## config.mk

```make
export PLATFORM = sky130hd
export DESIGN_NAME = rlp_header_stream_decoder_core
export DESIGN_NICKNAME = d
export VERILOG_FILES = /design/src/rtl/rlph_pkg.sv /design/src/rtl/rlph_step.sv /design/src/rtl/rlp_header_stream_decoder_core.sv
export SDC_FILE = /design/constraint.sdc
export NUM_CORES = 1
export LEC_CHECK = 0
export BUFFER_PORTS_ARGS = -buffer_cell sky130_fd_sc_hd__clkbuf_2
export CAP_MARGIN = 0
export CORE_MARGIN = 2
export CORE_UTILIZATION = 44
export CTS_BUF_LIST = sky130_fd_sc_hd__clkbuf_16
export DETAILED_ROUTE_END_ITERATION = 6
export SKIP_LAST_GASP = 1
export SLEW_MARGIN = 20
export SYNTH_ARGS = -nofsm -noshare
export SYNTH_HDL_FRONTEND = slang
export SYNTH_SLANG_ARGS = --single-unit
```

## constraint.sdc

```tcl
create_clock -name clk -period 4.22 [get_ports clk]
set_input_delay 0.844 -clock clk [delete_from_list [all_inputs] [get_ports clk]]
set_output_delay 0.844 -clock clk [all_outputs]
set_load 0.02 [all_outputs]
```

## src/rtl/rlph_pkg.sv

```systemverilog
// Shared types and constants for the RLP header stream decoder.
package rlph_pkg;

    // Parser phase; the spare code is treated as expecting a header.
    typedef enum logic [1:0] {
        PH_HEADER  = 2'd0,
        PH_LENGTH  = 2'd1,
        PH_PAYLOAD = 2'd2
    } phase_e_t;

    // Role of one byte of the stream.
    typedef enum logic [1:0] {
        ROLE_HEADER  = 2'd0,
        ROLE_LENGTH  = 2'd1,
        ROLE_PAYLOAD = 2'd2,
        ROLE_SINGLE  = 2'd3
    } role_e_t;

    // Item kinds.
    localparam logic KIND_STRING = 1'b0;
    localparam logic KIND_LIST   = 1'b1;

    // Boundaries of the prefix byte ranges.
    localparam logic [7:0] SINGLE_MAX     = 8'h7F;
    localparam logic [7:0] STR_BASE       = 8'h80;
    localparam logic [7:0] STR_SHORT_MAX  = 8'hB7;
    localparam logic [7:0] STR_LONG_MAX   = 8'hBF;
    localparam logic [7:0] LIST_BASE      = 8'hC0;
    localparam logic [7:0] LIST_SHORT_MAX = 8'hF7;

    localparam int LEN_W = 64;

    // Parser state carried from byte to byte.
    typedef struct packed {
        phase_e_t           phase;
        logic [3:0]         len_left;
        logic [LEN_W-1:0]   accum;
        logic [LEN_W-1:0]   payload_left;
        logic               pend_kind;
    } parse_state_t;

    // Labels produced for one byte.
    typedef struct packed {
        role_e_t            role;
        logic               kind;
        logic [LEN_W-1:0]   length;
        logic               done;
        logic               last;
        logic [7:0]         data;
    } byte_label_t;

endpackage

```

## src/rtl/rlph_step.sv

```systemverilog
// Combinational decode of one stream byte against the current parser state.
module rlph_step
(
    input  rlph_pkg::parse_state_t cur,
    input  logic [7:0]             data_byte,
    output rlph_pkg::parse_state_t nxt,
    output rlph_pkg::byte_label_t  res
);

    logic [rlph_pkg::LEN_W-1:0] accum_new;
    logic [3:0]                 left_new;
    logic [rlph_pkg::LEN_W-1:0] pay_dec;
    logic [7:0]                 diff_str;
    logic [7:0]                 diff_list;
    logic [7:0]                 diff_strl;
    logic [7:0]                 diff_listl;

    // Arithmetic shared by the phase arms.
    always_comb
    begin
        diff_str   = data_byte - rlph_pkg::STR_BASE;
        diff_list  = data_byte - rlph_pkg::LIST_BASE;
        diff_strl  = data_byte - rlph_pkg::STR_SHORT_MAX;
        diff_listl = data_byte - rlph_pkg::LIST_SHORT_MAX;
        if (cur.len_left != 4'd0)
        begin
            accum_new = {cur.accum[rlph_pkg::LEN_W-9:0], data_byte};
            left_new  = cur.len_left - 4'd1;
        end
        else
        begin
            accum_new = cur.accum;
            left_new  = cur.len_left;
        end
        if (cur.payload_left != '0)
            pay_dec = cur.payload_left - rlph_pkg::LEN_W'(1);
        else
            pay_dec = cur.payload_left;
    end

    // Next state and byte labels.
    always_comb
    begin
        nxt        = cur;
        res.role   = rlph_pkg::ROLE_HEADER;
        res.kind   = rlph_pkg::KIND_STRING;
        res.length = '0;
        res.done   = 1'b0;
        res.last   = 1'b0;
        res.data   = data_byte;

        unique case (cur.phase)
            rlph_pkg::PH_PAYLOAD:
            begin
                // String payload: count down and flag the final byte.
                nxt.payload_left = pay_dec;
                res.role         = rlph_pkg::ROLE_PAYLOAD;
                res.last         = (pay_dec == '0);
                if (pay_dec == '0)
                    nxt.phase = rlph_pkg::PH_HEADER;
            end
            rlph_pkg::PH_LENGTH:
            begin
                // Long-form length byte, most significant first.
                nxt.accum    = accum_new;
                nxt.len_left = left_new;
                res.role     = rlph_pkg::ROLE_LENGTH;
                if (left_new == 4'd0)
                begin
                    res.kind   = cur.pend_kind;
                    res.length = accum_new;
                    res.done   = 1'b1;
                    if (cur.pend_kind == rlph_pkg::KIND_STRING && accum_new != '0)
                    begin
                        nxt.payload_left = accum_new;
                        nxt.phase        = rlph_pkg::PH_PAYLOAD;
                    end
                    else
                        nxt.phase = rlph_pkg::PH_HEADER;
                end
            end
            default:
            begin
                // Header byte expected.
                nxt.phase = rlph_pkg::PH_HEADER;
                if (data_byte <= rlph_pkg::SINGLE_MAX)
                begin
                    res.role   = rlph_pkg::ROLE_SINGLE;
                    res.length = rlph_pkg::LEN_W'(1);
                    res.done   = 1'b1;
                    res.last   = 1'b1;
                end
                else if (data_byte <= rlph_pkg::STR_SHORT_MAX)
                begin
                    res.length = {56'd0, diff_str};
                    res.done   = 1'b1;
                    if (diff_str != 8'd0)
                    begin
                        nxt.payload_left = {56'd0, diff_str};
                        nxt.phase        = rlph_pkg::PH_PAYLOAD;
                    end
                end
                else if (data_byte <= rlph_pkg::STR_LONG_MAX)
                begin
                    nxt.len_left  = diff_strl[3:0];
                    nxt.accum     = '0;
                    nxt.pend_kind = rlph_pkg::KIND_STRING;
                    nxt.phase     = rlph_pkg::PH_LENGTH;
                end
                else if (data_byte <= rlph_pkg::LIST_SHORT_MAX)
                begin
                    res.kind   = rlph_pkg::KIND_LIST;
                    res.length = {56'd0, diff_list};
                    res.done   = 1'b1;
                end
                else
                begin
                    nxt.len_left  = diff_listl[3:0];
                    nxt.accum     = '0;
                    nxt.pend_kind = rlph_pkg::KIND_LIST;
                    nxt.phase     = rlph_pkg::PH_LENGTH;
                end
            end
        endcase
    end

endmodule

```

## src/rtl/rlp_header_stream_decoder_core.sv

```systemverilog
// A byte request that is accepted is held in the input register, then decoded into the result register.
// Throughput: one byte per cycle while m_axis_tready is not held low; the input register
// and the result register each take a new byte whenever the stage after them moves on,
// and the parser state is updated in the same cycle as the result register is loaded.
// Reset: rst_n clears the parser state to expecting a header and empties both stages.
// Top level of the RLP header stream decoder.
module rlp_header_stream_decoder_core
(
    input  logic        clk,
    input  logic        rst_n,
    input  logic        s_axis_tvalid,
    output logic        s_axis_tready,
    input  logic [7:0]  s_axis_tdata,   // [7:0] data_byte
    output logic        m_axis_tvalid,
    input  logic        m_axis_tready,
    output logic [71:0] m_axis_tdata,   // [63:0] item_length, [71:64] data_out
    output logic [7:0]  m_axis_tuser,   // [1:0] byte_role, [2] item_kind,
                                        // [3] header_done, [7:4] zero
    output logic        m_axis_tlast    // payload_last
);

    logic                   in_valid_reg;
    logic [7:0]             in_byte_reg;
    logic                   out_valid_reg;
    rlph_pkg::byte_label_t  out_reg;
    rlph_pkg::parse_state_t state_reg;
    rlph_pkg::parse_state_t state_next;
    rlph_pkg::byte_label_t  label_next;
    logic                   out_load;
    logic                   step_go;

    // Handshake control of the two stages.
    assign out_load      = !out_valid_reg || m_axis_tready;
    assign step_go       = in_valid_reg && out_load;
    assign s_axis_tready = !in_valid_reg || out_load;

    // Input register.
    always_ff @(posedge clk or negedge rst_n)
    begin
        if (!rst_n)
            in_valid_reg <= 1'b0;
        else if (s_axis_tready)
            in_valid_reg <= s_axis_tvalid;
    end

    always_ff @(posedge clk)
    begin
        if (s_axis_tready && s_axis_tvalid)
            in_byte_reg <= s_axis_tdata;
    end

    // Decode of the held byte.
    rlph_step u_step
    (
        .cur       (state_reg),
        .data_byte (in_byte_reg),
        .nxt       (state_next),
        .res       (label_next)
    );

    // Parser state register.
    always_ff @(posedge clk or negedge rst_n)
    begin
        if (!rst_n)
        begin
            state_reg.phase        <= rlph_pkg::PH_HEADER;
            state_reg.len_left     <= 4'd0;
            state_reg.accum        <= '0;
            state_reg.payload_left <= '0;
            state_reg.pend_kind    <= rlph_pkg::KIND_STRING;
        end
        else if (step_go)
            state_reg <= state_next;
    end

    // Result register.
    always_ff @(posedge clk or negedge rst_n)
    begin
        if (!rst_n)
            out_valid_reg <= 1'b0;
        else if (out_load)
            out_valid_reg <= in_valid_reg;
    end

    always_ff @(posedge clk)
    begin
        if (step_go)
            out_reg <= label_next;
    end

    // Output packing.
    assign m_axis_tvalid = out_valid_reg;
    assign m_axis_tdata  = {out_reg.data, out_reg.length};
    assign m_axis_tuser  = {4'd0, out_reg.done, out_reg.kind, out_reg.role};
    assign m_axis_tlast  = out_reg.last;

    // A string payload phase always has bytes still due.
    assert property (@(posedge clk) disable iff (!rst_n)
        state_reg.phase == rlph_pkg::PH_PAYLOAD |-> state_reg.payload_left != '0)
        else $error("payload phase with no bytes left");

    // A length phase always has length bytes still due.
    assert property (@(posedge clk) disable iff (!rst_n)
        state_reg.phase == rlph_pkg::PH_LENGTH |-> state_reg.len_left != 4'd0)
        else $error("length phase with no bytes left");

    // A byte decoded in the payload phase leaves as a payload byte.
    assert property (@(posedge clk) disable iff (!rst_n)
        step_go && state_reg.phase == rlph_pkg::PH_PAYLOAD
        |=> out_reg.role == rlph_pkg::ROLE_PAYLOAD && !out_reg.done)
        else $error("payload byte mislabelled");

    // A held byte that cannot move blocks new requests.
    assert property (@(posedge clk) disable iff (!rst_n)
        in_valid_reg && !out_load |-> !s_axis_tready)
        else $error("input accepted while stage is blocked");

endmodule

```

Word-level counts from Yosys, hierarchy flattened
Index checks and enable logic that the tools add are counted.

Add/subtract/negate cells: 6. $mul: 0. Div/mod/pow operators: 0. Magnitude comparators: 4. Equality and inequality tests: 10. Shift-type cells: 0. Multiplexer cells: 34. Bitwise logic cells: 5. Reductions and logical operators: 20.

Operator list (count): 64-bit 2-to-1 mux (6); 66-bit 2-to-1 mux (3); 68-bit case mux with 2 select lines (1); 135-bit 2-to-1 mux (1); 66-bit case mux with 2 select lines (1); 65-bit 2-to-1 mux (2); 64-bit case mux with 2 select lines (1); 64-bit nonzero test (2); 70-bit 2-to-1 mux (1); 69-bit 2-to-1 mux (1); 68-bit 2-to-1 mux (1); 64-bit logical NOT (1); 64-bit by 1-bit subtractor with 64-bit output, second input constant (1); 8-bit <= comparator, second input constant (3); 8-bit subtractor, second input constant (2); 2-bit 2-to-1 mux (6); 5-bit AND reduction (2); 8-bit by 7-bit <= comparator with 1-bit output, second input constant (1); 2-bit by 1-bit != test with 1-bit output, second input constant (4); 2-bit case mux with 2 select lines (2); 8-bit nonzero test (1); 4-bit by 3-bit subtractor with 4-bit output, second input constant (2); 1-bit 2-to-1 mux (6); 6-bit AND reduction (1); other kinds (17) (27).

Flip-flop bits (word level): 222. Latch bits: 0. Bits in writable memories: 0. ROM bits: 0. Input port bits: 12. Memories kept: 0.

Logic depth before layout (Yosys ltp)
Depth after elaboration: 7. Gate-level depth with buffers: 15.

Hierarchy
A second synthesis with hierarchy kept.

Cells, all modules: 1418. Area, all modules: 14012.2 um2.

By module, submodules not included: rlp_header_stream_decoder_core (instances 1, cells each 383, area an instance 7833.8 um2); rlph_step (instances 1, cells each 1035, area an instance 6178.4 um2).

Worst setup path before layout
No wires, ideal clock.

Path kind: input port to flip-flop. From: in m_axis_tready. To: reg state_reg[124] (netlist bit). Library setup time: 66 ps. Data arrival time: 4103 ps. Data required time: 4154 ps. Path slack: 51 ps. Stages on the path: 8. Path buffers: 1. Cell sequence: nand2b_1 > nand2_1 > inv_1 > o211ai_1 > nor2_1 > clkbuf_1 > a22o_1 > a22o_1.

Word-level cells in the longest chain between the ends: 3.

Ends and longest elaborated chain: start, declared (line rlp_header_stream_decoder_core.sv:15) `input logic m_axis_tready,`; 1-bit logical OR (line rlp_header_stream_decoder_core.sv:33) `assign out_load = !out_valid_reg || m_axis_tready;`; 1-bit logical AND (line rlp_header_stream_decoder_core.sv:34) `assign step_go = in_valid_reg && out_load;`; named net step_go (line rlp_header_stream_decoder_core.sv:30) `logic step_go;`; 5-bit AND reduction (no line); end signal, assigned (line rlp_header_stream_decoder_core.sv:73) `state_reg <= state_next;`; end, declared (line rlp_header_stream_decoder_core.sv:26) `rlph_pkg::parse_state_t state_reg;`.

The timed path passes the listed nets, and every way through them passes these cells. A chain may end at the register's enable or synchronous reset.

Worst setup path in the final report
From: reg state_reg[7] (netlist bit). To: reg state_reg[133] (netlist bit).

Word-level cells in the longest chain between the ends: 5.

Ends and longest elaborated chain: 64-bit by 1-bit subtractor with 64-bit output / 64-bit nonzero test (equally long branches) (line rlph_step.sv:36, rlph_step.sv:35); 64-bit 2-to-1 mux * (line rlph_step.sv:35) `if (cur.payload_left != '0)`; 64-bit logical NOT * (line rlph_step.sv:59) `if (pay_dec == '0)`; 2-bit by 1-bit != test with 1-bit output (no line) *; 3-bit AND reduction (no line) *.

Mark *: on every way between the ends. The rest lies on a longest branch, timed or not.

==> out/metrics.yaml <==
outcome:
  status: "finished, violations left"
  failed_checks: "DRC"
sta:
  slew_headroom: 0.3468
  clock.fmax_mhz: 242.7
  post-route-worst-setup-slack_ns: 0.09982
  timing.final.setup_violations: 0
  finalMaxSlewViolations: 0
  final_hold_viol_count: 0
  final_min_period_over_clock_period: 0.9763
  fin_crit_ns: 4.120
  finalClockSkew_ns: 0.01281
  unrepaired_setup_endpoints_after_global_routing: "false"
  tightest_slew_ns: 0.9776
  tns_ns: 0
setup_path:
  reg2reg_depth: 10
  path_class: "reg2reg"
  timing.critical_path.fanout_max: 7
  crit_required_ns: 4.66
  reg2reg_to: "state_reg[133]"
  crit_arrival_ns: 4.56
  end_kind: "register"
  timing.critical_path.from_type: "register"
  regToRegStartpoint: "state_reg[7]"
  ff2ff_setup_slack_ns: 0.1
cts:
  cts_inserted_buffers: 25
  clock_latency_ns: 0.56
  cts_buffer_depth: 3
  path_clk_slew_ns: 0.06
  cts_htree_levels: 1
  cts_root_buffer: "sky130_fd_sc_hd__clkbuf_16"
  tritoncts: "done"
  hold_buffers: 0
  cts.sinks: 222
die:
  placement_rows: 61
  floorplan.initialDensity: 0.4494
  floorplan.die.height_um: 173.1
  placeableCoreArea_um2: 28010
  io-pin-count: 95
  die_w_um: 173.1
  fp.dieArea_um2: 29980
cells_and_area:
  stdcell_area_um2: 14690
  area_growth_pct: 16.69
  n_antenna_cell: 0
  count_of_placed_standard_cells_in_the_final_layout_fillers_left_out: 1824
  max_ffs_per_register: 135
  final_nets: 1450
  final_layout_size_suffix_gt1_frac: 0.1819
pwr:
  switching_share: 0.4968
  power_density_nw_per_um2: 948.0
  power.static_leakage_nw: 6.200
  power.sequential.fraction: 0.206
  power_report.internal_total_mw: 7.008
  worst_ir_drop_vdd_mv: 0.7230
  power_switching_mw: 6.918
  fin_total_pwr_mw: 13.93
  pwr-share-clk: 0.160
  p_comb_frac: 0.634
yosys:
  synthesis.yosys.warnings: 0
  syn_inst: 1311
  synth_enable_flop_cells: 85
  sequential_share_of_the_synthesized_area: 0.4751
  ys_seq_elements: 222
  ys_async_sr_fraction: 0.6171
  synth.top_cells.by_area: "sky130_fd_sc_hd__dfrtp_1, sky130_fd_sc_hd__edfxtp_1, sky130_fd_sc_hd__a22o_1, sky130_fd_sc_hd__o21ai_0, sky130_fd_sc_hd__mux2i_1"
  avg_cell_area_syn_um2: 9.602
  netlist_area_um2: 12590
  yosys.area.top_type: "sky130_fd_sc_hd__dfrtp_1"
  synth.lib_cells_used.distinct: 86
  synth.most_common_cell: "sky130_fd_sc_hd__nor2_1"
  synth_flop_cell: "sky130_fd_sc_hd__dfrtp_1"
  top_post_synthesis_cells_by_count: "sky130_fd_sc_hd__nor2_1, sky130_fd_sc_hd__dfrtp_1, sky130_fd_sc_hd__o21ai_0"
  synth.top_cell.area_share: 0.2723
routing:
  route.detailed.vias_per_inst: 6.288
  drt_iter0_drc: 1304
  detail-route-antenna-nets: 0
  routedWlPerCell_um: 25.40
  drt-total-wl_mm: 46.33
  drc: 1
  routed-via-count: 11470
  dr.pass1.iters: 7
grt:
  overflow: 0
  first_global_vias: 10777
  antenna_violations_before_repair: 0
  grt_max_degree: 97
  grt_pass1_wl_mm: 70.04
  grt_use_total: 0.3037
flow_run:
  maxCapViolCount: 0
placement:
  placedCellCount: 1775
  dp_worst_setup_slack_ns: 0.1332
  dp_hpwl_mm: 33.24
  placement.cell_area_um2: 13820
  place.port_buffers: 90
  place.gp.congestion: 0.9923
min_path:
  min-delay-path-class: "in2async"
[power by group through the flow]
stage | clock (mW) | combinational, mW | sequential, mW
global route | 2.34 | 9.32 | 2.90
finish | 2.23 | 8.83 | 2.87
CTS | 2.25 | 8.44 | 2.86
detailed placement | 0 | 8.40 | 2.89
floorplan | 0 | 5.19 | 2.85
global placement | 0 | 8.44 | 2.89
[layer usage]
| metal | track usage | wire, um | part of all wire |
|---|---|---|---|
| met1 | 0.4496 | 20820 | 0.45 |
| met2 | 0.4642 | 20380 | 0.44 |
| met5 | 0 | 0 | 0 |
| met4 | 0.09887 | 1697 | 0.037 |
| met3 | 0.03540 | 3436 | 0.074 |
[worst max-delay path, cell delays in order, from the launching register on]
cell,delay [ns]
sky130_fd_sc_hd__dfrtp_1,0.45
sky130_fd_sc_hd__or4_1,0.60
sky130_fd_sc_hd__or3_1,0.44
sky130_fd_sc_hd__or3_1,0.54
sky130_fd_sc_hd__a2111o_1,0.42
sky130_fd_sc_hd__xor2_1,0.22
sky130_fd_sc_hd__o2111ai_1,0.19
sky130_fd_sc_hd__nor4_2,0.31
sky130_fd_sc_hd__nand4_1,0.25
sky130_fd_sc_hd__a21oi_2,0.24
sky130_fd_sc_hd__mux2_1,0.33
[area by class of cell]
cell class	instances	area [um2]
clock buffer	25	625.6
clock inverter	21	200.2
fill	2608	13320
inverter	32	121.4
multi-input combinational	970	6148
sequential	222	5981
tap	378	473.0
timing repair buffer	176	1140
[layout by cell type, fill, tap and decap left out, types with 6 or more instances in the layout]
cell type	synthesis	routed
sky130_fd_sc_hd__or4_1	15	15
sky130_fd_sc_hd__xor2_1	11	11
sky130_fd_sc_hd__clkbuf_2	0	89
sky130_fd_sc_hd__or2_2	8	8
sky130_fd_sc_hd__nor2_1	142	140
sky130_fd_sc_hd__mux2i_1	56	56
sky130_fd_sc_hd__o21ai_0	128	128
sky130_fd_sc_hd__a31oi_1	7	7
sky130_fd_sc_hd__nor3_1	31	31
sky130_fd_sc_hd__a22o_1	79	79
sky130_fd_sc_hd__nand2_1	122	121
sky130_fd_sc_hd__ha_1	11	10
sky130_fd_sc_hd__edfxtp_1	85	85
sky130_fd_sc_hd__nand3_1	18	18
sky130_fd_sc_hd__xnor2_1	15	15
sky130_fd_sc_hd__a21oi_1	50	49
sky130_fd_sc_hd__nand4_1	19	19
sky130_fd_sc_hd__clkinv_2	0	6
sky130_fd_sc_hd__nor4_1	42	40
sky130_fd_sc_hd__nand2b_1	26	26
sky130_fd_sc_hd__or3_1	12	11
sky130_fd_sc_hd__buf_4	6	83
sky130_fd_sc_hd__a21o_1	8	7
sky130_fd_sc_hd__o32a_1	13	13
sky130_fd_sc_hd__clkbuf_16	0	25
sky130_fd_sc_hd__inv_1	31	33
sky130_fd_sc_hd__o22ai_1	20	20
sky130_fd_sc_hd__nor4_2	6	8
sky130_fd_sc_hd__dfrtp_1	137	137
[metrics by stage]
stage / utilization / hold slack (ns)
final: 0.5244 / 0.3271
after global routing: 0.5244 / 0.3840
after CTS: 0.5228 / 0.3727
after detailed placement: 0.4933 / 0.4912
after global placement: 0.4933 / 0.4717
after floorplan: - / 0.4244
[kinds of logic after synthesis]
kind of cell               count (synthesis)  synth area share
muxes                                     63           0.05079
and+or+nand+nor                          474            0.1885
other                                      1         0.0002979
DFF                                      222            0.4751
AOI/OAI and AO/OA                        392            0.2146
adders and majority gates                 11           0.01093
xor gates and xnor gates                  26           0.01809
buffers and inverters                    122           0.04174
[worst max path at each step]
stage | from | end | slack, ns | depth (start not counted)
finish | state_reg[7] | state_reg[133] | 0.1 | 10
global route | state_reg[33] | state_reg[133] | 0.002 | 11
CTS | state_reg[1] | state_reg[133] | 0.11 | 14
detailed placement | state_reg[1] | state_reg[133] | 0.13 | 14
global placement | state_reg[1] | state_reg[134] | 0.01 | 14
floorplan | m_axis_tready | state_reg[124] | 0.05 | 8
[timing repair]
action,in CTS,in global routing
setup endpoints to repair,0,3
resized for setup,0,5
setup buffers,0,3
Power figures use the tool's default switching activity.
